==> src/sv/lbmc_pkg.sv <==
// Shared constants and width helpers for the D2Q5 BGK collision pipeline.
package lbmc_pkg;

    localparam int VEL_FRAC  = 14;
    localparam int TAU_FRAC  = 14;
    localparam int TAU_WIDTH = 15;
    localparam logic [TAU_WIDTH-1:0] TAU_RESET = 15'd16384;

    localparam int NUM_LANES = 5;
    localparam int LANE_REST  = 0;
    localparam int LANE_EAST  = 1;
    localparam int LANE_NORTH = 2;
    localparam int LANE_WEST  = 3;
    localparam int LANE_SOUTH = 4;

    // Quotient bits resolved by one divide-by-three stage.
    localparam int DIV_STEP = 8;

    // Width of the signed factor (1 +/- 3u) in Q.14, wide enough for any velocity.
    function automatic int fac_width(input int vel_w);
        int fw;
        fw = (vel_w > VEL_FRAC) ? vel_w + 3 : VEL_FRAC + 3;
        return fw;
    endfunction

    // Number of divide-by-three stages needed for the equilibrium magnitude.
    function automatic int div_stages(input int dist_w, input int vel_w);
        int pw;
        int mw;
        pw = dist_w + 3 + fac_width(vel_w);
        mw = pw - VEL_FRAC - 1;
        return (mw + DIV_STEP - 1) / DIV_STEP;
    endfunction

endpackage

==> src/sv/lbmc_div3.sv <==
// One registered stage of an unsigned divide by three, eight quotient bits per stage.
module lbmc_div3 #(
    parameter int NUM_W  = 40,
    parameter int BIT_HI = 39
) (
    input  logic             i_clk,
    input  logic             i_en,
    input  logic [NUM_W-1:0] i_num,
    input  logic [1:0]       i_rem,
    input  logic             i_neg,
    output logic [NUM_W-1:0] o_num,
    output logic [1:0]       o_rem,
    output logic             o_neg
);
    import lbmc_pkg::*;

    logic [NUM_W-1:0] n_num;
    logic [1:0]       n_rem;

    // Long division MSB first; the partial remainder stays below three, and each
    // processed dividend bit is replaced in place by its quotient bit.
    always_comb begin
        logic [2:0] x;
        n_num = i_num;
        n_rem = i_rem;
        for (int j = 0; j < DIV_STEP; j++) begin
            x = {n_rem, n_num[BIT_HI-j]};
            if (x >= 3'd3) begin
                n_num[BIT_HI-j] = 1'b1;
                n_rem = 2'(x - 3'd3);
            end else begin
                n_num[BIT_HI-j] = 1'b0;
                n_rem = x[1:0];
            end
        end
    end

    always_ff @(posedge i_clk) begin
        if (i_en) begin
            o_num <= n_num;
            o_rem <= n_rem;
            o_neg <= i_neg;
        end
    end

endmodule

==> src/sv/lbmc_lane.sv <==
// One relaxation lane: equilibrium from C and its factor, BGK relax, saturate.
module lbmc_lane #(
    parameter int DIST_WIDTH = 32,
    parameter int VEL_WIDTH  = 16
) (
    input  logic                                   i_clk,
    input  logic [lbmc_pkg::div_stages(DIST_WIDTH, VEL_WIDTH)+5:0] i_en,
    input  logic signed [DIST_WIDTH+2:0]           i_conc,
    input  logic signed [lbmc_pkg::fac_width(VEL_WIDTH)-1:0] i_fac,
    input  logic signed [DIST_WIDTH-1:0]           i_f,
    input  logic [lbmc_pkg::TAU_WIDTH-1:0]         i_tau,
    output logic signed [DIST_WIDTH-1:0]           o_res,
    output logic                                   o_sat
);
    import lbmc_pkg::*;

    localparam int DW  = DIST_WIDTH;
    localparam int CW  = DW + 3;
    localparam int FW  = fac_width(VEL_WIDTH);
    localparam int PW  = CW + FW;
    localparam int MW  = PW - VEL_FRAC - 1;
    localparam int ND  = div_stages(DIST_WIDTH, VEL_WIDTH);
    localparam int MP  = ND * DIV_STEP;
    localparam int EW  = MW + 1;
    localparam int DDW = ((EW > DW) ? EW : DW) + 1;
    localparam int P2W = DDW + TAU_WIDTH + 1;
    localparam int QW2 = P2W - TAU_FRAC;
    localparam int SW  = ((QW2 > DW) ? QW2 : DW) + 1;

    // Lane stage numbers.
    localparam int ST_P = 0;
    localparam int ST_M = 1;
    localparam int ST_D = 2;
    localparam int ST_E = ND + 2;
    localparam int ST_T = ND + 3;
    localparam int ST_R = ND + 4;
    localparam int ST_S = ND + 5;

    localparam logic [PW-1:0]  HALF_EQ  = PW'(3) << VEL_FRAC;
    localparam logic [P2W-1:0] HALF_TAU = P2W'(1) << (TAU_FRAC - 1);
    localparam logic signed [SW-1:0] SMAX = {{(SW-DW+1){1'b0}}, {(DW-1){1'b1}}};
    localparam logic signed [SW-1:0] SMIN = {{(SW-DW+1){1'b1}}, {(DW-1){1'b0}}};

    logic signed [DW-1:0]  r_fd [0:ST_R];
    logic signed [PW-1:0]  r_p;
    logic [MW-1:0]         r_m;
    logic                  r_neg1;
    logic signed [DDW-1:0] r_d;
    logic signed [P2W-1:0] r_p2;
    logic [QW2-1:0]        r_q2;
    logic                  r_neg2;

    logic [MP-1:0] w_num [0:ND];
    logic [1:0]    w_rem [0:ND];
    logic          w_neg [0:ND];

    logic [PW-1:0]         n_mag;
    logic [PW-1:0]         n_msum;
    logic signed [EW-1:0]  n_eq;
    logic [P2W-1:0]        n_mag2;
    logic [P2W-1:0]        n_qsum;
    logic signed [SW-1:0]  n_fx;
    logic signed [SW-1:0]  n_qx;
    logic signed [SW-1:0]  n_sum;
    logic signed [TAU_WIDTH:0] w_tau;

    assign w_tau = {1'b0, i_tau};

    // The distribution travels beside its item so it is at hand for the relax step.
    always_ff @(posedge i_clk) begin
        if (i_en[0]) begin
            r_fd[0] <= i_f;
        end
        for (int j = 1; j <= ST_R; j++) begin
            if (i_en[j]) begin
                r_fd[j] <= r_fd[j-1];
            end
        end
    end

    always_ff @(posedge i_clk) begin
        if (i_en[ST_P]) begin
            r_p <= PW'(i_conc) * PW'(i_fac);
        end
    end

    // Magnitude of C*factor plus half of 6 * 2^frac, over 2^(frac+1); the truncating
    // divide by three that follows completes the rounded divide.
    always_comb begin
        n_mag  = r_p[PW-1] ? PW'(-r_p) : PW'(r_p);
        n_msum = n_mag + HALF_EQ;
    end

    always_ff @(posedge i_clk) begin
        if (i_en[ST_M]) begin
            r_m    <= n_msum[PW-1:VEL_FRAC+1];
            r_neg1 <= r_p[PW-1];
        end
    end

    assign w_num[0] = MP'(r_m);
    assign w_rem[0] = 2'd0;
    assign w_neg[0] = r_neg1;

    for (genvar s = 0; s < ND; s++) begin : g_div
        lbmc_div3 #(
            .NUM_W  (MP),
            .BIT_HI (MP - 1 - s * DIV_STEP)
        ) u_div3 (
            .i_clk (i_clk),
            .i_en  (i_en[ST_D+s]),
            .i_num (w_num[s]),
            .i_rem (w_rem[s]),
            .i_neg (w_neg[s]),
            .o_num (w_num[s+1]),
            .o_rem (w_rem[s+1]),
            .o_neg (w_neg[s+1])
        );
    end

    always_comb begin
        n_eq = w_neg[ND] ? -$signed({1'b0, w_num[ND][MW-1:0]})
                         : $signed({1'b0, w_num[ND][MW-1:0]});
    end

    always_ff @(posedge i_clk) begin
        if (i_en[ST_E]) begin
            r_d <= DDW'(n_eq) - DDW'(r_fd[ST_E-1]);
        end
        if (i_en[ST_T]) begin
            r_p2 <= P2W'(r_d) * P2W'(w_tau);
        end
    end

    always_comb begin
        n_mag2 = r_p2[P2W-1] ? P2W'(-r_p2) : P2W'(r_p2);
        n_qsum = n_mag2 + HALF_TAU;
    end

    always_ff @(posedge i_clk) begin
        if (i_en[ST_R]) begin
            r_q2   <= n_qsum[P2W-1:TAU_FRAC];
            r_neg2 <= r_p2[P2W-1];
        end
    end

    always_comb begin
        n_fx  = SW'(r_fd[ST_R]);
        n_qx  = $signed(SW'(r_q2));
        n_sum = r_neg2 ? n_fx - n_qx : n_fx + n_qx;
    end

    always_ff @(posedge i_clk) begin
        if (i_en[ST_S]) begin
            if (n_sum > SMAX) begin
                o_res <= SMAX[DW-1:0];
                o_sat <= 1'b1;
            end else if (n_sum < SMIN) begin
                o_res <= SMIN[DW-1:0];
                o_sat <= 1'b1;
            end else begin
                o_res <= n_sum[DW-1:0];
                o_sat <= 1'b0;
            end
        end
    end

endmodule

==> config.mk <==
export PLATFORM = sky130hd
export DESIGN_NAME = lbmc_lane
export DESIGN_NICKNAME = d
export VERILOG_FILES = /design/src/sv/lbmc_pkg.sv /design/src/sv/lbmc_div3.sv /design/src/sv/lbmc_lane.sv
export SDC_FILE = /design/constraint.sdc
export NUM_CORES = 2
export LEC_CHECK = 0
export BUFFER_PORTS_ARGS = -buffer_cell sky130_fd_sc_hd__buf_2
export CORE_MARGIN = 2
export CORE_UTILIZATION = 40
export CTS_BUF_LIST = sky130_fd_sc_hd__clkbuf_4 sky130_fd_sc_hd__clkbuf_8
export DETAILED_ROUTE_END_ITERATION = 7
export PLACE_DENSITY = 0.56
export SLEW_MARGIN = 10
export SYNTH_ARGS = -nofsm -noshare
export SYNTH_HDL_FRONTEND = slang
export SYNTH_SLANG_ARGS = --single-unit
export TNS_END_PERCENT = 1
==> constraint.sdc <==
create_clock -name i_clk -period 10.8 [get_ports i_clk]
set_clock_uncertainty 0.1 [all_clocks]
set_input_delay 0.54 -clock i_clk [delete_from_list [all_inputs] [get_ports i_clk]]
set_output_delay 0.54 -clock i_clk [all_outputs]
set_load 0.005 [all_outputs]
# Word-level counts from Yosys, hierarchy flattened
# Memory sizes are Yosys's and may differ from the RTL's.
# Index checks and enable logic that the tools add are counted.
[classes] n_mux=103 n_lt_le_gt_ge=41 addsub=46 mul=2
[op_table] operator="$ge 3x2->1 const B" n=38
[op_table] operator="$mux 2" n=38
[op_table] operator="$sub 2x2->2 const B" n=37
[op_table] operator="$mux 1" n=60
[op_table] operator="$add 57x14->57 const B" n=1
[op_table] operator="$mul 41x16->57" n=1
[op_table] operator="$mux 57" n=1
[op_table] operator="$neg 57->57" n=1
[op_table] operator="$add 54x16->54 const B" n=1
[op_table] operator="$mul 35x19->54" n=1
[op_table] operator="$mux 54" n=1
[op_table] operator="$neg 54->54" n=1
[op_table] operator="$add 32x44->44" n=1
[op_table] operator="$gt 44x32->1 const B" n=1
[op_table] operator="$lt 44x32->1 const B" n=1
[op_table] operator="$mux 44" n=1
[op_table] operator="$sub 32x44->44" n=1
[op_table] operator="$sub 40x32->41" n=1
[op_table] operator="$mux 40" n=1
[op_table] operator="$neg 39->40" n=1
[op_table] operator="$mux 32" n=1
[op_table] operator="$ge 1x2->1 const B" n=1
[op_table] operator="$sub 1x2->2 const B" n=1
[totals] elab_cells=216 memories=1 regBits=477 mem_bits_rw=320 out_inout_bits=33 in_bits=113
[mem_list] name="r_fd" words=10 word_bits=32 rd=10 rd_ports_with_merged_regs=0 write_ports=10 line_no="lbmc_lane.sv:44" text="logic signed [DW-1:0] r_fd [0:ST_R];"

# Depth between registers and ports, before layout
[depth] ltp_word=16 mapped_depth=35

# Modules after synthesis
# Synthesis repeated with hierarchy kept, for this count alone.
[hier_totals] hier_cells=7951 hier_area_um2=82728.1
[by_module_without_submodules] mod="lbmc_lane" instances=1 cells_per_inst=7126 area_per_inst_um2=71698.8
[by_module_without_submodules] mod="lbmc_div3" instances=5 cells_per_inst=165 area_per_inst_um2=2205.9

# Worst setup path after synthesis
# No wires, ideal clock.
[synth_timing] path_type="in2reg" startpoint="input i_fac[17] in the netlist's numbering" endpoint="register r_p[52] (data pin)" cell_stages=26 arrival_time_ps=7143 path_buffers=2 setup_ps=258 path_slack_ps=3299 cell_sequence="clkbuf_1 clkbuf_1 nand2_1 fa_1 fa_1 inv_1 fa_1 inv_1 fa_1 fa_1 inv_1 fa_1 fa_1 ha_1 and4_1 o21ai_0 o211ai_1 o211ai_1 a2111oi_0 nor2_1 o211ai_1 a21o_1 a21oi_1 nor2_1 o22ai_1 xnor2_1"
[synth_via] elab_chain_cells=1
[synth_lines] item="start, declared" line_no="lbmc_lane.sv:9" text="input logic signed [lbmc_pkg::fac_width(VEL_WIDTH)-1:0] i_fac,"
[synth_lines] item="$mul 35x19->54" line_no="lbmc_lane.sv:83" text="r_p <= PW'(i_conc) * PW'(i_fac);"
[synth_lines] item="end signal, assigned" line_no="lbmc_lane.sv:83"
[synth_lines] item="end, declared" line_no="lbmc_lane.sv:45" text="logic signed [PW-1:0] r_p;"
# No other way between the ends.
# A chain may end at the register's enable or synchronous reset.

# Worst setup path after layout
[layout_timing] startpoint="register r_d[7]" endpoint="register r_p2[52] (data pin)"
[layout_via] elab_chain_cells=1
[layout_lines] item="start, declared" line_no="lbmc_lane.sv:48" text="logic signed [DDW-1:0] r_d;"
[layout_lines] item="start signal, assigned" line_no="lbmc_lane.sv:128" text="r_d <= DDW'(n_eq) - DDW'(r_fd[ST_E-1]);"
[layout_lines] item="$mul 41x16->57" line_no="lbmc_lane.sv:131" text="r_p2 <= P2W'(r_d) * P2W'(w_tau);"
[layout_lines] item="end signal, assigned" line_no="lbmc_lane.sv:131"
[layout_lines] item="end, declared" line_no="lbmc_lane.sv:49" text="logic signed [P2W-1:0] r_p2;"
# No other way between the ends.

==> impl_metrics.py <==
metrics = {
    "outcome": {
        "status": "finished clean",
    },
    "layout": {
        "seq_area_mm2": 0.0238,
        "multiInputGateArea_mm2": 0.0495,
        "fillCellCount": 18759,
        "areaGrowthSynthToFinish_pct": 7.93,
        "nets": 9234,
        "final_layout_size_suffix_gt1_share_pct": 6.14,
    },
    "clock_tree": {
        "clockBufferDepth": 3,
        "clk_pin_slew_ns": 0.06,
        "clock-sinks": 792,
        "post_cts_buffers": 0,
        "clk_latency_ns": 0.83,
        "root_buffer": "clkbuf_8",
        "cts_made_buffers": 130,
        "cts_tree": "done",
        "cts_max_level": 4,
    },
    "timing": {
        "max_slew.worst_pin.slew_ns": 1.20,
        "maxSlewViolCount": 0,
        "hold_viol_final": 0,
        "max_freq_ghz": 0.125,
        "setup_viol": 0,
        "max_slew_margin_pct": 20.2,
        "tns_ns": 0,
        "finalCritPeriodShare_pct": 74.0,
        "rsz0062_at_grt": "false",
        "min_period_ns": 7.99,
    },
    "hold_path": {
        "min_path_type": "input port to flip-flop",
    },
    "logic_synthesis": {
        "synth_top_family_by_area": "adder cells",
        "postSynth.asyncResetShare_pct": 0,
        "synthCells": 7444,
        "synth-seq-area-share_pct": 30.0,
        "synth.avg_cell_area_um2": 10.6,
        "synth_xor_xnor_area_share_pct": 4.31,
        "ys_warn_count": 0,
        "synth_edf_count": 792,
        "syn_nets": 9172,
        "synth-main-ff-cell": "edfxtp_1",
        "synth.distinct_cells": 96,
        "synth-simple-area-share_pct": 13.4,
        "synth_fa_ha_area_share_pct": 37.1,
        "synth-seq-cells": 792,
        "muxShareOfSynthArea_pct": 0.327,
        "netlist_area_mm2": 0.0792,
        "synth_compound_area_share_pct": 7.40,
    },
    "worst_setup_path": {
        "slowest_stage": "edfxtp_1",
        "arrival_ns": 8.44,
        "critPathTopFamily": "adder cells",
        "startpoint_type": "flip-flop",
        "path_class": "flip-flop to flip-flop",
        "end_kind": "flip-flop",
        "crit_top_cell": "fa_1",
        "crit_fanout": 15,
        "crit_buf_inv": 5,
        "cp.required_ns": 11.25,
        "slowest_delay_ns": 0.86,
    },
    "grt": {
        "grt_max_degree": 77,
        "grt_overflow": 0,
        "antenna_found_initial": 16,
        "grt_pass1_wl_um": 313000,
        "grt_pass1_vias": 56104,
        "grtUsageTotal_pct": 19.7,
    },
    "run": {
        "drv_cap": 0,
    },
    "place": {
        "hpwlAfterDp_um": 149000,
        "globalplace.congestion": 0.854,
        "portBuffers": 145,
    },
    "routing": {
        "wl_um": 195000,
        "first_iter_violations": 2809,
        "via_per_inst": 5.13,
        "wire_per_inst_um": 19.0,
        "detail-route-antenna-nets": 0,
        "vias": 52525,
        "dr.pass1.iters": 5,
        "drc_errors": 0,
    },
    "die": {
        "core_mm2": 0.197,
        "die_y_um": 449,
        "io_pins": 146,
        "start_util_pct": 40.2,
        "row_count": 163,
        "die-area_mm2": 0.201,
        "die_w_um": 449,
    },
}
final timing paths:
check | startpoint | end | slack [ns] | cells after the start
worst max register to register | r_d[7]$_DFFE_PP_ | r_p2[52]$_DFFE_PP_ | 2.81 | 25
worst min register to register | g_div[1].u_div3.o_num[26]$_DFFE_PP_ | g_div[2].u_div3.o_num[26]$_DFFE_PP_ | 0.29 | 0
worst min-delay path | i_en[1] | r_fd[1][22]$_DFFE_PP_ | 0.12 | 1
worst max-delay path | r_d[7]$_DFFE_PP_ | r_p2[52]$_DFFE_PP_ | 2.81 | 25
logic make-up after synthesis:
| kind of cell | count (synthesis) |
|---|---|
| and+or+nand+nor | 2171 |
| xor gates and xnor gates | 387 |
| DFF | 792 |
| muxes | 25 |
| buffers and inverters | 1556 |
| adders and majority gates | 1618 |
| AOI/OAI and AO/OA | 895 |
layer usage:
| layer | vias up | global-route usage (%) | share of wire (%) | wire length (um) |
|---|---|---|---|---|
| met1 | 26942 | 24.9 | 41 | 80700 |
| li1 | 24008 | - | - | - |
| met2 | 1226 | 34.6 | 51 | 99600 |
| met3 | 341 | 2.42 | 4.0 | 7800 |
| met4 | 8 | 7.03 | 3.5 | 6790 |
| met5 | - | 0 | 0.029 | 57 |
synth_stat cells (all sizes together), types with 9 or more instances:
cell type	instances	share of area (%)
inv	1256	6.0
and2	472	3.7
ha	401	6.3
nand3	51	0.33
fa	1214	31
or4	14	0.15
nor4	28	0.29
nand4	36	0.29
xor2	100	1.1
or3	42	0.34
and3	26	0.21
clkbuf	276	1.3
nor3	79	0.51
o211ai	21	0.20
a21o	151	1.4
edfxtp	792	30
nand2	985	4.7
a211oi	19	0.19
nor3b	10	0.10
o22ai	20	0.17
xnor2	287	3.2
a31o	10	0.11
nor2	239	1.1
o21bai	26	0.25
mux2i	18	0.23
a2111oi	9	0.13
a21oi	256	1.6
a22oi	9	0.085
o31ai	39	0.37
o21ai	163	1.0
a211o	21	0.23
and4	17	0.19
o21a	36	0.34
a32oi	10	0.11
nand2b	92	0.73
or2	17	0.13
buf	23	0.18
a41oi	9	0.10
nor2b	38	0.30
a31oi	21	0.17
o41ai	15	0.18
area by class of cell:
type | count | area share (%)
diodes | 1 | 0.00293
clock buffers | 163 | 2.39
clock inverters | 68 | 0.751
inverters | 1257 | 5.52
multi-input cells | 5096 | 57.9
flip-flops and latches | 792 | 27.8
well taps | 2640 | 3.87
repair buffers | 229 | 1.71
layout by cell type (no fill, tap or decap), types with 23 or more instances in the layout:
| cell type | instances |
|---|---|
| clkbuf_8 | 131 |
| nand3_1 | 50 |
| o31ai_1 | 39 |
| nand4_1 | 35 |
| nor2_1 | 238 |
| nor3_1 | 78 |
| a21o_1 | 151 |
| o21bai_1 | 26 |
| ha_1 | 401 |
| nand2_1 | 985 |
| fa_1 | 1214 |
| clkbuf_4 | 32 |
| o21a_1 | 36 |
| and3_1 | 24 |
| xnor2_1 | 286 |
| xor2_1 | 100 |
| nand2b_1 | 92 |
| a21oi_1 | 256 |
| or3_1 | 40 |
| buf_2 | 137 |
| o21ai_0 | 161 |
| clkinv_2 | 24 |
| inv_1 | 1256 |
| and2_1 | 472 |
| nor4_1 | 23 |
| edfxtp_1 | 792 |
| buf_4 | 58 |
| nor2b_1 | 38 |
| dlygate4sd3_1 | 34 |
timing repair:
item / 4_1_cts / 5_1_grt
endpoints found under the hold margin: 35 / 0
hold buffers: 34 / 0
gates resized for setup: 0 / 0
sequential cells by signal, summed over array words and instances, names as in the netlist, 5 cells and up:
register	flops
r_q2	43
r_d	41
o_res	32
r_m	39
g_div.u_div3.o_rem	8
g_div.u_div3.o_num	190
r_p	54
r_fd	320
r_p2	57
g_div.u_div3.o_neg	5
metrics by stage:
step / util (%) / setup slack, ns / instances / hold slack (ns) / instance area [um2]
3_5_place_dp: 41.8 / 2.32 / 9980 / 0.305 / 82400
3_3_place_gp: 41.8 / 2.39 / 9980 / 0.300 / 82400
5_1_grt: 43.4 / 2.05 / 10246 / 0.0649 / 85400
4_1_cts: 43.4 / 2.82 / 10245 / 0.0241 / 85400
6_report: 43.4 / 2.81 / 10246 / 0.119 / 85400
2_1_floorplan: - / 3.30 / 7444 / 0.300 / 79200
worst register-to-register path, delay by kind of cell (launching register included):
| kind | cells | cell delay, ns |
|---|---|---|
| buf+inv | 5 | 0.30 |
| compound gates | 8 | 1.82 |
| simple gates | 4 | 0.98 |
| fa+ha+maj | 7 | 3.57 |
| xor+xnor | 1 | 0.13 |
| flops | 1 | 0.86 |
Power is left out: the tool's default activity adds up to more than one toggle a clock period on the data nets, which glitch-free logic cannot reach.
