==> src/sv/lbmc_pkg.sv <==
// Shared constants and width helpers for the D2Q5 BGK collision pipeline.
package lbmc_pkg;

    localparam int VEL_FRAC  = 14;
    localparam int TAU_FRAC  = 14;
    localparam int TAU_WIDTH = 15;
    localparam logic [TAU_WIDTH-1:0] TAU_RESET = 15'd16384;

    localparam int NUM_LANES = 5;
    localparam int LANE_REST  = 0;
    localparam int LANE_EAST  = 1;
    localparam int LANE_NORTH = 2;
    localparam int LANE_WEST  = 3;
    localparam int LANE_SOUTH = 4;

    // Quotient bits resolved by one divide-by-three stage.
    localparam int DIV_STEP = 8;

    // Width of the signed factor (1 +/- 3u) in Q.14, wide enough for any velocity.
    function automatic int fac_width(input int vel_w);
        int fw;
        fw = (vel_w > VEL_FRAC) ? vel_w + 3 : VEL_FRAC + 3;
        return fw;
    endfunction

    // Number of divide-by-three stages needed for the equilibrium magnitude.
    function automatic int div_stages(input int dist_w, input int vel_w);
        int pw;
        int mw;
        pw = dist_w + 3 + fac_width(vel_w);
        mw = pw - VEL_FRAC - 1;
        return (mw + DIV_STEP - 1) / DIV_STEP;
    endfunction

endpackage

==> src/sv/lbmc_pipe_ctl.sv <==
// Per-stage valid bits and load enables; a stage moves when it is empty or the next one moves.
module lbmc_pipe_ctl #(
    parameter int NS = 13
) (
    input  logic          i_clk,
    input  logic          i_rst_n,
    input  logic          i_in_valid,
    input  logic          i_out_stall,
    output logic [NS-1:0] o_en,
    output logic          o_in_stall,
    output logic          o_out_valid
);
    import lbmc_pkg::*;

    logic [NS-1:0] r_valid;
    logic [NS-1:0] n_valid;
    logic [NS:0]   w_rdy;

    always_comb begin
        w_rdy[NS] = !i_out_stall;
        for (int k = NS - 1; k >= 0; k--) begin
            w_rdy[k] = !r_valid[k] || w_rdy[k+1];
        end
        o_en[0]    = i_in_valid && w_rdy[0];
        n_valid[0] = w_rdy[0] ? i_in_valid : r_valid[0];
        for (int k = 1; k < NS; k++) begin
            o_en[k]    = r_valid[k-1] && w_rdy[k];
            n_valid[k] = w_rdy[k] ? r_valid[k-1] : r_valid[k];
        end
    end

    always_ff @(posedge i_clk) begin
        if (!i_rst_n) begin
            r_valid <= '0;
        end else begin
            r_valid <= n_valid;
        end
    end

    assign o_in_stall  = !w_rdy[0];
    assign o_out_valid = r_valid[NS-1];

endmodule

==> config.mk <==
export PLATFORM = sky130hd
export DESIGN_NAME = lbmc_pipe_ctl
export DESIGN_NICKNAME = d
export VERILOG_FILES = /design/src/sv/lbmc_pkg.sv /design/src/sv/lbmc_pipe_ctl.sv
export SDC_FILE = /design/constraint.sdc
export NUM_CORES = 1
export LEC_CHECK = 0
export BUFFER_PORTS_ARGS = -buffer_cell sky130_fd_sc_hd__buf_2
export CAP_MARGIN = 30
export CORE_MARGIN = 4
export CORE_UTILIZATION = 47
export DETAILED_ROUTE_END_ITERATION = 8
export PLACE_DENSITY = 0.74
export SLEW_MARGIN = 20
export SYNTH_ARGS = -nofsm -noshare
export SYNTH_HDL_FRONTEND = slang
export SYNTH_SLANG_ARGS = --single-unit
==> constraint.sdc <==
create_clock -name i_clk -period 3.8 [get_ports i_clk]
set_input_delay 0.76 -clock i_clk [delete_from_list [all_inputs] [get_ports i_clk]]
set_output_delay 0.76 -clock i_clk [all_outputs]
set_load 0.01 [all_outputs]
# [After elaboration in Yosys (flattened, before gate mapping)]
# Cells that the tools add are included.
# W data, S select, Z words.
[op_classes] n_reduce_logical=41
[ops] cell="$logic_not A1 Y1" n=15
[ops] cell="$logic_and A1 B1 Y1" n=13
[ops] cell="$logic_or A1 B1 Y1" n=13
[totals] regBits=13 inputBits=4 out_inout_bits=15 wordCells=54

# [Logic depth before layout (Yosys ltp)]
# Gate-level depths: netlist (run 1).
[depth] ltp_word=15 mapped_depth=4 mapped_depth_nobuf=3

# [Least setup slack after synthesis (run 1)]
# No wires, ideal clock.
[synth_timing] path_kind="input port to output port" start="input port i_out_stall" end="output port o_en[0]" arrival_ns=1.480 required_ns=3.040 setup_slack_ns=1.560 stages=3 path_buffers=0 path_cell_list="nand4_1 nor4_2 nor2b_1"
[synth_between] elab_chain_cells=15
[synth_lines] item="from (decl)" line_no="lbmc_pipe_ctl.sv:8" source="input logic i_out_stall,"
[synth_lines] item="$logic_not A1 Y1" line_no="lbmc_pipe_ctl.sv:20" source="w_rdy[NS] = !i_out_stall;"
[synth_lines] item="$logic_or A1 B1 Y1 (13 in series)" line_no="lbmc_pipe_ctl.sv:22" source="w_rdy[k] = !r_valid[k] || w_rdy[k+1];"
[synth_lines] item="$logic_and A1 B1 Y1" line_no="lbmc_pipe_ctl.sv:24" source="o_en[0] = i_in_valid && w_rdy[0];"
[synth_lines] item="to (decl)" line_no="lbmc_pipe_ctl.sv:9" source="output logic [NS-1:0] o_en,"
# Every way passes these cells.

# [Worst setup path after layout (run 1)]
[layout_timing] start="input port i_out_stall" end="output port o_en[1]"
[layout_between] elab_chain_cells=14
[layout_lines] item="$logic_not A1 Y1" line_no="lbmc_pipe_ctl.sv:20"
[layout_lines] item="$logic_or A1 B1 Y1 (12 in series)" line_no="lbmc_pipe_ctl.sv:22"
[layout_lines] item="$logic_and A1 B1 Y1" line_no="lbmc_pipe_ctl.sv:27" source="o_en[k] = r_valid[k-1] && w_rdy[k];"
# Every way passes these cells.

==> summary.md, run 1 <==
| Metric | Value |
|---|---|
| Mapped Cells | `72` |
| Setup ws final | `1.310 ns` |
| Synth Net Count | `76` |
| DIE WIDTH | `44.38 um` |
| Net count, final | `96` |
| Hold-fix buffers, CTS | `0` |
| Cts bufs inserted | `3` |
| Drt total wl | `1228 um` |
| IO Port Bufs | `18` |
| Critical Path AT | `1.73 ns` |
| Mapped Area | `621.8 um^2` |
| Most frequent cells in the layout | `buf_2, dfxtp_1, nand2_1` |
| Routability cong. | `0.7116` |
| Area Overhead vs Synth | `18.51%` |
| Clock network power share | `35.4%` |
| Critical Path RT | `3.04 ns` |
| Synthesis Warnings | `0` |
| # DRC | `0` |
| WP buf/inv | `2` |
| Worst-path maximum fanout | `7` |
| Int Pwr | `0.1834 mW` |
| CTS root buffer | `clkbuf_4` |
| Pre-antenna DRT Iters | `3` |
| Met3 Use GR | `2.846%` |
| Post-synthesis cell type count | `24` |
| H-tree Lvls | `1` |
| Worst setup EP type | `output pin` |
| Core ar. | `1171 um^2` |
| Max VDD drop | `0.0002690 V` |
| Setup-failing EPs final | `0` |
| FF-to-FF setup slack | `2.47 ns` |
| Post-layout min period | `2.490 ns` |
| CTS tree | `done` |
| Final slew viol count | `0` |
| Cell area after layout | `737.0 um^2` |
| Post-synthesis sequential area ratio | `41.85%` |
| Leakage | `0.3074 nW` |
| Net Sw Frac | `21.71%` |
| Max-cap violations | `0` |
| Combinational share of power | `5.0%` |
| Layout cells sized above 1 | `26.37%` |
| Via density | `5.286` |
| Met2 usage | `19.19%` |
| Via count of the routed design | `555` |
| Starting Density | `53.10%` |
| Vias in the first global route | `469` |
| Place WS | `1.320 ns` |
| Global Route met1 Usage | `17.40%` |
| Initial antenna violation count | `0` |
| Switch Pwr | `0.05088 mW` |
| DRT antenna net count | `0` |
| Post-detail-place hpwl | `878.3 um` |
| DR iter-0 viols | `10` |
| Avg Cell Area, Syn | `8.637 um^2` |
| Crit path kind | `input port to output pin` |
| CP cell instances | `buf_2 > nand4_1 > or2_1 > o21a_1 > buf_2` |
| Seq pwr share | `59.6%` |
| Crit path largest cell delay | `0.36 ns` |
| RSZ-0062 raised after global routing | `false` |
| Skew final | `0.002778 ns` |
| Post-cts sizing count | `0` |
| First-pass GRT wire length | `1890 um` |
| All-Layer GR Usage | `12.76%` |
| Final TNS setup | `0 ns` |
| Max clock buf depth | `2` |
| Max FFs per register | `13` |
| Die area | `1969 um^2` |
| Least-Margin Pin Slew | `0.2957 ns` |
| Power Density | `318.0 nW/um^2` |
| Clock latency on the worst-skew pair | `0.27 ns` |
| Seq cells post-synth | `13` |
| Fmax achieved | `401.6 MHz` |
| Rel. slew slack | `80.12%` |
| Minimum hold slack | `0.4711 ns` |
| Leading registers by flop count | `r_valid x13` |
| Sink Count | `13` |
| Wire length per cell | `11.70 um` |
| Gr ovfl total | `0` |
| Die Ht | `44.38 um` |
| Worst-path clk slew | `0.07 ns` |
| Fin crit share | `65.52%` |
| Register with the most flip-flops | `r_valid` |
| Cell mode on critical path | `buf_2` |
| Commonest non-fill, non-tap cell in the layout | `buf_2` |
| GRT Max-Usage Layer | `met2` |
| Core Rows | `12` |
| DP Area | `710.7 um^2` |
| Final-report hold violation count | `0` |
| Worst min path class | `register to register` |
| Post-CTS Setup Bufs | `0` |
| Crit-path leading delay family | `simple AND/OR/NAND/NOR gates` |
| Largest net degree at the start of global routing | `20` |
| Ant diodes | `0` |
| Outcome | `finished clean` |
| Top Ports | `19` |
| CP Launch Type | `input port` |
| # fillers | `110` |
| Slowest cell on crit path | `or2_1` |
layer usage:
layer  part of all wire (%)  up-vias  wire length [um]
li1                       -      294                 -
met2                     42       14               514
met5                      0        -                 0
met3                    7.6        0                93
met4                      0        0                 0
met1                     50      247               620
cell families (layout without fill, tap and decap cells):
family | Yosys count | count (layout) | synth area share (%)
compound gates | 22 | 22 | 25.96
buf+inv | 6 | 25 | 4.828
flops | 13 | 13 | 41.85
simple gates | 31 | 31 | 27.36
power groups by stage:
stage          registers [mW]  clock network (mW)  logic (mW)
2_1_floorplan           0.142                   0     0.00745
3_3_place_gp            0.143                   0      0.0117
3_5_place_dp            0.143                   0      0.0118
4_1_cts                 0.140              0.0867      0.0118
5_1_grt                 0.140              0.0947      0.0129
6_report                0.140              0.0830      0.0117
synthesized netlist by cell type:
library cell   n  area, um^2
inv_1          3       11.26
o21a_1         5       37.54
o21ai_1        3       15.01
nor4_2         1       12.51
nor2_1         2       7.510
o31ai_1        1       7.510
a21oi_1        2       10.01
and2_1         2       12.51
buf_1          1       3.750
a21boi_0       5       37.54
nand2_1       10       37.54
a22o_1         1       8.760
o21ai_0        1       5.000
dfxtp_1       13       260.3
nand3_1        5       25.02
buf_6          1       11.26
clkbuf_1       1       3.750
nand4_2        1       12.51
o31ai_4        1       21.27
nand4_1        2       12.51
and3_1         3       18.77
a31oi_1        3       18.77
nor2b_1        4       25.02
or2_1          1       6.260
stage by stage:
stage / util (%) / power (mW) / cells
4_1_cts: 62.93 / 0.2381 / 105
3_3_place_gp: 60.68 / 0.1545 / 101
5_1_grt: 62.93 / 0.2476 / 105
3_5_place_dp: 60.68 / 0.1547 / 101
2_1_floorplan: - / 0.1498 / 72
6_report: 62.93 / 0.2343 / 105
final timing paths:
check / start / to / depth (start not counted)
setup / recovery: i_out_stall / o_en[1] / 5
hold / removal: r_valid[0]$_SDFFE_PN0P_ / r_valid[1]$_SDFFE_PN0P_ / 2
setup reg to reg: r_valid[8]$_SDFFE_PN0P_ / r_valid[2]$_SDFFE_PN0P_ / 3
hold reg to reg: r_valid[0]$_SDFFE_PN0P_ / r_valid[1]$_SDFFE_PN0P_ / 2
area by class of cell:
type                            instances  area (um^2)  share of cell area, %
Clock buffer                            4        26.28                  3.565
Tap cell                               14        17.52                  2.377
Sequential cell                        13        260.3                  35.31
Multi-Input combinational cell         53        331.6                  44.99
Inverter                                3        11.26                  1.528
Timing Repair Buffer                   18        90.09                  12.22
worst reg2reg max path, delay by kind of cell, from the launching register on:
kind	cells	cell delay [ns]
and+or+nand+nor	2	0.54
DFF	1	0.45
AOI/OAI and AO/OA	1	0.26
Power figures use the tool's default switching activity.
==> inputs of run 2 (changes only) <==
CORE_ASPECT_RATIO = 0.9   (was not set)
CORE_UTILIZATION = 43   (was 47)
PLACE_DENSITY = 0.71   (was 0.74)
clock period = 2 ns   (was 3.8 ns; I/O delays follow)
==> run 2 against run 1 <==
Net effect: via count is 4.1% higher; flip-flop and latch count stayed put; cell area grew 0.85%; setup slack got worse by 1.2 ns; clock skew decreased by 0.0021 ns; final cell count unchanged; critical path depth decreased by 1; sequential power up 89%; hold slack got worse by 0.12 ns; die area rose by 7.6%; non-clock buffer count unchanged; critical path type is now register to output pin.
==> summary.md, run 2 (same netlist as run 1, synthesis figures left out) <==
| Metric | Value |
|---|---|
| IO Port Bufs | `18` |
| H-tree Lvls | `1` |
| Skew final | `0.0007216 ns` |
| Worst-path maximum fanout | `7` |
| # DRC | `0` |
| Top Ports | `19` |
| Most frequent cells in the layout | `buf_2, nand2_1, dfxtp_1` |
| Die area | `2119 um^2` |
| Post-detail-place hpwl | `979.7 um` |
| Starting Density | `48.16%` |
| Core Rows | `12` |
| Post-layout min period | `1.888 ns` |
| Commonest non-fill, non-tap cell in the layout | `buf_2` |
| Cell area after layout | `743.2 um^2` |
| Core ar. | `1291 um^2` |
| RSZ-0062 raised after global routing | `false` |
| Die Ht | `44.08 um` |
| Final-report hold violation count | `0` |
| Max FFs per register | `13` |
| All-Layer GR Usage | `13.97%` |
| Outcome | `finished clean` |
| CTS root buffer | `clkbuf_4` |
| Pre-antenna DRT Iters | `4` |
| DP Area | `710.7 um^2` |
| Worst-path clk slew | `0.08 ns` |
| Routability cong. | `0.7285` |
| First-pass GRT wire length | `2042 um` |
| DR iter-0 viols | `5` |
| Worst setup EP type | `output pin` |
| Max-cap violations | `0` |
| DIE WIDTH | `48.09 um` |
| Via density | `5.505` |
| Via count of the routed design | `578` |
| Register with the most flip-flops | `r_valid` |
| Net count, final | `96` |
| Max VDD drop | `0.0002950 V` |
| CP Launch Type | `register` |
| Ant diodes | `0` |
| Max clock buf depth | `2` |
| Least-Margin Pin Slew | `0.2982 ns` |
| Worst min path class | `input port to register` |
| Fin crit share | `94.39%` |
| Vias in the first global route | `458` |
| Cts bufs inserted | `3` |
| Fmax achieved | `529.7 MHz` |
| Final slew viol count | `0` |
| Power Density | `608.8 nW/um^2` |
| CTS tree | `done` |
| DRT antenna net count | `0` |
| Sink Count | `13` |
| Initial antenna violation count | `0` |
| Largest net degree at the start of global routing | `20` |
| Gr ovfl total | `0` |
| Drt total wl | `1308 um` |
| Final TNS setup | `0 ns` |
| Setup-failing EPs final | `0` |
| Post-CTS Setup Bufs | `0` |
| Crit path kind | `register to output pin` |
| Critical Path RT | `1.60 ns` |
| Leading registers by flop count | `r_valid x13` |
| Layout cells sized above 1 | `30.77%` |
| Rel. slew slack | `80.04%` |
| Critical Path AT | `1.49 ns` |
| Area Overhead vs Synth | `19.52%` |
| Clock latency on the worst-skew pair | `0.28 ns` |
| Wire length per cell | `12.46 um` |
| Leakage | `0.3105 nW` |
[run 2: where the power goes]
part	internal, mW	switching, mW
Combinational	0.00969	0.0130
Clock	0.0775	0.0869
Sequential	0.262	0.00360
Total	0.349	0.104
[run 2: what timing repair did]
action,CTS,global route
gates resized for setup,1,3
endpoints found under the setup margin,1,3
hold buffers,0,0
pin swaps,0,1
[run 2: layout make-up]
| class | instances | area (um^2) |
|---|---|---|
| Clock buffer | 4 | 26.28 |
| Timing Repair Buffer | 18 | 90.09 |
| Inverter | 3 | 11.26 |
| Fill cell | 127 | 548.0 |
| Multi-Input combinational cell | 53 | 334.1 |
| Tap cell | 14 | 17.52 |
| Sequential cell | 13 | 264.0 |
[run 2: path summary, 6_finish.rpt]
kind	start	cells after the start	slack, ns	endpoint
max reg2reg	r_valid[7]$_SDFFE_PN0P_	3	0.80	r_valid[2]$_SDFFE_PN0P_
min reg2reg	r_valid[0]$_SDFFE_PN0P_	2	0.48	r_valid[1]$_SDFFE_PN0P_
min	i_in_valid	2	0.35	r_valid[0]$_SDFFE_PN0P_
max	r_valid[7]$_SDFFE_PN0P_	4	0.11	o_en[1]
[run 2: critical path, cell delays in order, from the launching register on]
cell and delay [ns]:
dfxtp_1 0.40, nand4_2 0.16, or2_4 0.32, o21a_1 0.19
buf_2 0.13
[run 2: per-layer routing]
metal / part of all wire [%] / GRT usage, % / vias to the layer above / routed length, um
met4: 2.0 / 11.29 / 0 / 26
li1: - / - / 294 / -
met3: 7.7 / 3.659 / 4 / 101
met5: 0 / 0 / - / 0
met1: 48 / 19.41 / 262 / 629
met2: 42 / 17.41 / 18 / 551
[run 2: per-stage QoR]
stage | power [mW] | cells | hold WS, ns | util [%] | setup WS (ns)
floorplan | 0.2847 | 72 | 0.4392 | - | 0.4438
global placement | 0.2936 | 101 | 0.4568 | 55.04 | 0.2512
detailed placement | 0.2945 | 101 | 0.4707 | 55.04 | 0.2188
CTS | 0.4605 | 105 | 0.3420 | 57.27 | 0.05495
global route | 0.4769 | 105 | 0.3483 | 57.56 | 0.008031
finish | 0.4524 | 105 | 0.3518 | 57.56 | 0.1122
==> inputs of run 3 (changes only) <==
CELL_PAD_IN_SITES_DETAIL_PLACEMENT = 1   (was not set)
CELL_PAD_IN_SITES_GLOBAL_PLACEMENT = 1   (was not set)
CORE_UTILIZATION = 31   (was 43)
CTS_CLUSTER_DIAMETER = 30   (was not set)
PLACE_DENSITY = 0.78   (was 0.71)
==> run 3 against run 2 <==
Net effect: maximum frequency shrank 2.8%; critical path type unchanged; critical path depth unchanged; global-route usage shrank 2.0 points; register-to-register slack worse by 0.20 ns; utilization fell by 16 points; setup slack worse by 0.054 ns; combinational power increased by 2%; die area is 32% higher; hold slack got worse by 0.012 ns; largest power group unchanged; sequential power barely moved; highest routed layer unchanged; count of clock-buffer cells in the layout down 1.
==> summary.md, run 3 (same netlist as run 1, synthesis figures left out) <==
| Metric | Value |
|---|---|
| Post-detail-place hpwl | `1147 um` |
| H-tree Lvls | `1` |
| Top Ports | `19` |
| Most frequent cells in the layout | `buf_2, nand2_1, dfxtp_1` |
| Layout cells sized above 1 | `36.56%` |
| Die Ht | `50.49 um` |
| Clock latency on the worst-skew pair | `0.28 ns` |
| Core Rows | `15` |
| Max VDD drop | `0.0001926 V` |
| DIE WIDTH | `55.21 um` |
| Cell area after layout | `795.8 um^2` |
| Critical Path Sink | `o_en[1]` |
| Leading registers by flop count | `r_valid x13` |
| Crit path kind | `register to output pin` |
| CP Launch Type | `register` |
| Hold Startpoint | `i_in_valid` |
| Inst Count DP | `113` |
| DP Area | `732.0 um^2` |
| Setup-failing EPs final | `0` |
| Final Power | `0.4564 mW` |
| Commonest non-fill, non-tap cell in the layout | `buf_2` |
| # DRC | `0` |
| Power Density | `573.5 nW/um^2` |
| Skew final | `0.006658 ns` |
| Register with the most flip-flops | `r_valid` |
| Ant diodes | `0` |
| RR Startpoint | `r_valid[12]$_SDFFE_PN0P_` |
| Initial antenna violation count | `0` |
| Rel. slew slack | `79.69%` |
| DRT antenna net count | `0` |
| Max clock buf depth | `2` |
| Gr ovfl total | `0` |
| Crit-path leading delay family | `simple AND/OR/NAND/NOR gates` |
| Setup ws final | `0.05808 ns` |
| Cts bufs inserted | `3` |
| Max FFs per register | `13` |
| First-pass GRT wire length | `2539 um` |
| # fillers | `247` |
| Worst-path clk slew | `0.09 ns` |
| Drt total wl | `1603 um` |
| Minimum hold slack | `0.3396 ns` |
| Final-report hold violation count | `0` |
| Least-Margin Pin Slew | `0.3035 ns` |
| CTS root buffer | `clkbuf_4` |
| Final TNS setup | `0 ns` |
| Post-layout util | `41.57%` |
| Via count of the routed design | `596` |
| Critical Path AT | `1.54 ns` |
| Critical Path RT | `1.60 ns` |
| Crit path largest cell delay | `0.37 ns` |
| CTS tree | `done` |
| Routability cong. | `0.7241` |
| Reg2reg path depth | `4` |
| Slowest cell on crit path | `dfxtp_4` |
| All-Layer GR Usage | `11.93%` |
| DR iter-0 viols | `10` |
| Core ar. | `1914 um^2` |
| FF-to-FF setup slack | `0.60 ns` |
| Area Overhead vs Synth | `27.97%` |
| Fin cells | `118` |
| Worst setup startpoint | `r_valid[12]$_SDFFE_PN0P_` |
| WP depth | `4` |
| Hold-fix buffers, CTS | `0` |
| Worst setup EP type | `output pin` |
| Vias in the first global route | `591` |
| Die area | `2788 um^2` |
| Post-layout min period | `1.942 ns` |
| Fin crit share | `97.10%` |
| IO Port Bufs | `18` |
| Sink Count | `13` |
| Pre-antenna DRT Iters | `2` |
| Largest net degree at the start of global routing | `20` |
| Worst-path maximum fanout | `5` |
| WP buf/inv | `1` |
| Max-cap violations | `0` |
| Capturing point of the worst reg2reg path | `r_valid[2]$_SDFFE_PN0P_` |
| Outcome | `finished clean` |
| Via density | `5.051` |
| Fmax achieved | `515.0 MHz` |
| CP cell instances | `nand4_1 > or2_4 > o21a_1 > buf_2` |
| Net count, final | `98` |
| Worst min path class | `input port to register` |
| Place WS | `0.2916 ns` |
| Starting Density | `32.48%` |
| Leakage | `0.3408 nW` |
| Final slew viol count | `0` |
| Wire length per cell | `13.58 um` |
[run 3: cell types whose count changed in the layout (fill, tap and decap cells not counted), sizes merged]
| cell | delta |
|---|---|
| buf | +2 |
| clkbuf | -1 |
| clkinv | +1 |
[run 3: what timing repair did]
item	4_1_cts	5_1_grt
resized for setup	0	10
endpoints found under the setup margin	0	9
buffers inserted	0	1
hold endpoints to repair	0	0
[run 3: final cells by class]
class | instances | area, um^2 | share of cell area, %
repair buffers | 20 | 105.1 | 13.21
inverters | 3 | 11.26 | 1.415
well taps | 25 | 31.28 | 3.931
flip-flops and latches | 13 | 270.3 | 33.96
multi-input cells | 53 | 350.3 | 44.03
clock inverters | 1 | 5.005 | 0.6289
clock buffers | 3 | 22.52 | 2.830
[run 3: report_power, final]
group	leakage [nW]	switching (mW)	internal, mW
logic	0.215	0.0134	0.00968
clock network	0.0177	0.0961	0.0742
registers	0.108	0.00380	0.259
total	0.341	0.113	0.343
[run 3: per-layer routing]
layer	global-route usage (%)	vias to the layer above	share of wire, %
met5	0	-	0
met4	8.502	0	2.9
met1	14.64	279	48
met2	17.91	14	45
li1	-	299	-
met3	3.342	4	3.3
[run 3: worst min path at each step]
stage                               to  slack, ns  cells past startpoint
5_1_grt        r_valid[0]$_SDFFE_PN0P_       0.34                      2
4_1_cts        r_valid[0]$_SDFFE_PN0P_       0.33                      2
3_5_place_dp   r_valid[1]$_SDFFE_PN0P_       0.47                      2
2_1_floorplan  r_valid[1]$_SDFFE_PN0P_       0.44                      2
6_report       r_valid[0]$_SDFFE_PN0P_       0.34                      2
3_3_place_gp   r_valid[4]$_SDFFE_PN0P_       0.47                      2
